==> src/hw/rtl/tfn_pkg.sv <==
// types and widths shared by the triangle face normal pipeline
package tfn_pkg;

    localparam int unsigned COORD_W = 16;
    localparam int unsigned EDGE_W  = 17;
    localparam int unsigned PROD_W  = 34;
    localparam int unsigned CROSS_W = 35;
    localparam int unsigned MAG_W   = 33;
    localparam int unsigned MSQ_W   = 66;
    localparam int unsigned SUM_W   = 68;
    localparam int unsigned REM_W   = 94;
    localparam int unsigned ACC_W   = 83;
    localparam int unsigned CMP_W   = 99;
    localparam int unsigned Q_W     = 15;
    localparam int unsigned LANES   = 3;

    typedef struct packed {
        logic signed [COORD_W-1:0] v0_x;
        logic signed [COORD_W-1:0] v0_y;
        logic signed [COORD_W-1:0] v0_z;
        logic signed [COORD_W-1:0] v1_x;
        logic signed [COORD_W-1:0] v1_y;
        logic signed [COORD_W-1:0] v1_z;
        logic signed [COORD_W-1:0] v2_x;
        logic signed [COORD_W-1:0] v2_y;
        logic signed [COORD_W-1:0] v2_z;
        logic                      last_triangle;
    } t_in_item;

    typedef struct packed {
        logic signed [COORD_W-1:0] normal_x;
        logic signed [COORD_W-1:0] normal_y;
        logic signed [COORD_W-1:0] normal_z;
        logic                      degenerate;
        logic                      last_out;
    } t_out_item;

    // magnitudes of the cross product, lane 0 is x
    typedef struct packed {
        logic [LANES-1:0][MAG_W-1:0] m;
        logic [LANES-1:0]            neg;
        logic                        degen;
        logic                        last;
    } t_mag;

    // state of the bit-serial normalizer for one item
    typedef struct packed {
        logic [LANES-1:0][REM_W-1:0] r;
        logic [LANES-1:0][ACC_W-1:0] b;
        logic [LANES-1:0][Q_W-1:0]   q;
        logic [SUM_W-1:0]            s;
        logic [LANES-1:0]            neg;
        logic                        degen;
        logic                        last;
    } t_norm;

endpackage

==> src/hw/rtl/tfn_norm_stage.sv <==
// one quotient bit of c_i / |c| for all three lanes
module tfn_norm_stage #(
    parameter int unsigned BIT = 14
) (
    input  logic           i_clk,
    input  logic           i_rst_n,
    input  logic           i_en,
    input  logic           i_valid,
    input  tfn_pkg::t_norm i_norm,
    output logic           o_valid,
    output tfn_pkg::t_norm o_norm
);
    import tfn_pkg::*;

    logic          r_valid;
    t_norm         r_norm;
    t_norm         n_norm;
    logic [CMP_W-1:0] n_d [LANES];

    // cand^2*s - q^2*s = 2^bit * (2*q*s + 2^bit*s), b holds q*s
    always_comb begin
        n_norm = i_norm;
        for (int i = 0; i < LANES; i++) begin
            n_d[i] = (CMP_W'(i_norm.b[i]) << (BIT + 1)) + (CMP_W'(i_norm.s) << (2 * BIT));
            if (CMP_W'(i_norm.r[i]) >= n_d[i]) begin
                n_norm.r[i] = i_norm.r[i] - n_d[i][REM_W-1:0];
                n_norm.b[i] = i_norm.b[i] + (ACC_W'(i_norm.s) << BIT);
                n_norm.q[i] = i_norm.q[i] | (Q_W'(1) << BIT);
            end
        end
    end

    always_ff @(posedge i_clk) begin
        if (!i_rst_n) begin
            r_valid <= 1'b0;
        end else if (i_en) begin
            r_valid <= i_valid;
        end
    end

    always_ff @(posedge i_clk) begin
        if (i_en) begin
            r_norm <= n_norm;
        end
    end

    assign o_valid = r_valid;
    assign o_norm  = r_norm;
endmodule
==> config.mk <==
export PLATFORM = sky130hd
export DESIGN_NAME = tfn_norm_stage
export DESIGN_NICKNAME = d
export VERILOG_FILES = /design/src/hw/rtl/tfn_pkg.sv /design/src/hw/rtl/tfn_norm_stage.sv
export SDC_FILE = /design/constraint.sdc
export NUM_CORES = 2
export LEC_CHECK = 0
export BUFFER_PORTS_ARGS = -buffer_cell sky130_fd_sc_hd__clkbuf_2
export CORE_AREA = 3 3 501 503
export CTS_CLUSTER_SIZE = 8
export DETAILED_ROUTE_END_ITERATION = 12
export DIE_AREA = 0 0 504 506
export GPL_TIMING_DRIVEN = 0
export SLEW_MARGIN = 20
export SYNTH_ARGS = -nofsm -noshare
export SYNTH_HDL_FRONTEND = slang
export SYNTH_SLANG_ARGS = --single-unit
==> constraint.sdc <==
create_clock -name i_clk -period 18.86 [get_ports i_clk]
set_clock_uncertainty 0.15 [all_clocks]
set_input_delay 0.943 -clock i_clk [delete_from_list [all_inputs] [get_ports i_clk]]
set_output_delay 0.943 -clock i_clk [all_outputs]
set_load 0.005 [all_outputs]
==> run summary <==
Root Driver = clkbuf_16
Synth async-reset ratio = 0
Final net count = 9488
PD cells = 84.9 nW/um^2
Hold Path Class = in -> reg
Number of global-route vias before repair = 61500
Initial antenna violation count = 100
Starting Density = 0.252
Gr ovfl total = 0
Total CTS buffers = 101
Port Buf Inserts = 1302
DRC Markers = 0
Crit path max-delay family = compound AO/OA/AOI/OAI gates
Synth-to-layout area growth = 22.5%
RSZ-0062 raised after global routing = no
Post-route ant nets = 0
Num ports = 1303
Die ar. = 255000 um^2
Synth Cell Area = 62100 um^2
Die Ht = 506 um
Post-synth top flop = edfxtp_1
Die width = 504 um
DR pass1 iterations = 5
Core Box Area = 246000 um^2
Hold Fails Final Rpt = 0
CP Data Required Time = 19220 ps
Crit-path max cell delay = 880 ps
# hold bufs at CTS = 0
Share of layout cells above drive strength 1 = 0.222
Fillers = 25800
Post-CTS Setup Bufs = 0
Max cap viols = 0
Crit start category = input pin
Net Count, Synth = 8074
Site Rows = 182
Num Clock Sinks = 650
Share of the synthesized area in the top cell type = 0.314
Worst-Margin Slew = 1180 ps
Most area-hungry cell type in the Yosys netlist = edfxtp_1
Commonest cells in the netlist = a21oi_1, edfxtp_1, ha_1, nand2_1, o21ai_0
Sequential share of the synthesized area = 0.314
#FFs+latches synth = 650
Largest net degree at the start of global routing = 92
Final Cycle Share = 0.609
DR WL/cell = 29.5 um
Syn_area_per_cell = 9.17 um^2
Buf/Inv on CP = 6
Hpwl dp = 287 mm
Worst Setup Path Type = in -> reg
Post-CTS resize count = 0
Total vias in the final route = 61600
CP max FO = 10
CTS tree = yes
Most frequent cell after synthesis = a21oi_1
Final Critical Period = 11490 ps
Run status = finished clean
Worst-path clk slew = 60 ps
Synth cell types = 92
Clk_lat worst skew = 760 ps
Max VDD drop = 64.7 uV
Multi-input logic area = 40400 um^2
Routed wire length = 341 mm
Number of flops mapped to enable cells by yosys = 649
Largest cells by area after synthesis = edfxtp_1, ha_1, a21oi_1
Sequential cell area = 19500 um^2
Power, Total = 6460 uW
Final Max Slew Viols = 0
Yosys warns = 0
Achievable frequency = 87.0 MHz
Lkg Pwr = 0.0340 uW
Starting DRT DRC Count = 5007
CP endpoint kind = register
Post-Synthesis Cells = 6767
DR vias/cell = 5.32
Maximum buffer depth of the clock tree = 3
Global-route wire length before repair = 466 mm
Slowest CP cell = nand4_1
Slew HR = 0.195
Placer Congestion = 0.981
Final TNS setup = 0 ps
H-tree depth = 3
Data arrival time of the worst path = 11850 ps
Global Route Usage Sum = 0.255
# setup viols final = 0
==> cell type report <==
cell class	instances	share of cell area
Antenna cell	36	0.00118
Buffer	296	0.0177
Clock buffer	114	0.0344
Clock inverter	29	0.00421
Inverter	222	0.0110
Multi-Input combinational cell	5599	0.531
Sequential cell	650	0.257
Tap cell	3312	0.0545
Timing Repair Buffer	1311	0.0890
==> report_power, final <==
part | switching (uW) | internal, uW
clock | 753 | 1030
combinational | 1800 | 1060
sequential | 66.9 | 1750
==> worst register-to-register path: stages, from the launching register on <==
cell and delay [ps]:
dfxtp_1 300, mux2i_1 120, nor2b_1 60
==> sequential cells by signal, summed over array words and instances (netlist names) <==
name and flops:
o_valid 1, o_norm 649
==> metrics by stage <==
stage	hold WS (ps)	utilization	setup WS (ps)	std cells	area, um^2
final	211	0.309	7370	11600	76100
after global routing	139	0.309	7210	11600	76000
after CTS	124	0.308	7360	11500	76000
after detailed placement	355	0.296	6590	11400	73000
after global placement	343	0.295	4200	11400	72700
after floorplan	357	-	11610	6767	62100
==> layout by cell type, fill, tap and decap left out, drive strengths merged, types with 20 or more instances in the layout <==
master and count:
a31oi 79, a41oi 22, and2 27, nand4 149
a21boi 29, xnor2 344, o21a 78, a221oi 20
clkinv 21, nand2b 82, o21bai 113, o31ai 38
nor2 307, clkbuf 1660, o21ai 542, o211ai 40
nand3 146, diode 36, nor3 78, and4 29
nor2b 67, a21oi 735, a211oi 44, edfxtp 649
nand2 574, and3 67, buf 61, inv 224
mux2 296, ha 645, a2111oi 22, a21o 475
nor4 31, xor2 250, or3 23
==> metal layers <==
metal / vias to the layer above / part of all wire / track usage
li1: 28400 / - / -
met1: 30000 / 0.39 / 0.292
met2: 2507 / 0.48 / 0.437
met3: 627 / 0.061 / 0.0502
met4: 48 / 0.071 / 0.154
met5: - / 0.0010 / 0
==> final timing paths <==
kind | to | start | cells after the start | slack (ps)
worst min-delay path | o_norm[110] | i_norm[110] | 1 | 210
worst min register to register | o_valid | o_valid | 2 | 360
worst max-delay path | o_norm[571] | i_norm[6] | 29 | 7370
worst max register to register | o_valid | o_valid | 2 | 18120
==> cell families after synthesis <==
| family | count (synthesis) | share of synthesized area |
|---|---|---|
| compound gates | 2401 | 0.244 |
| fa+ha+maj | 654 | 0.133 |
| simple gates | 1642 | 0.128 |
| xor+xnor | 594 | 0.0838 |
| buf+inv | 518 | 0.0350 |
| mux | 308 | 0.0619 |
| flops | 650 | 0.314 |
No activity file was read; power rests on OpenSTA's default activity.
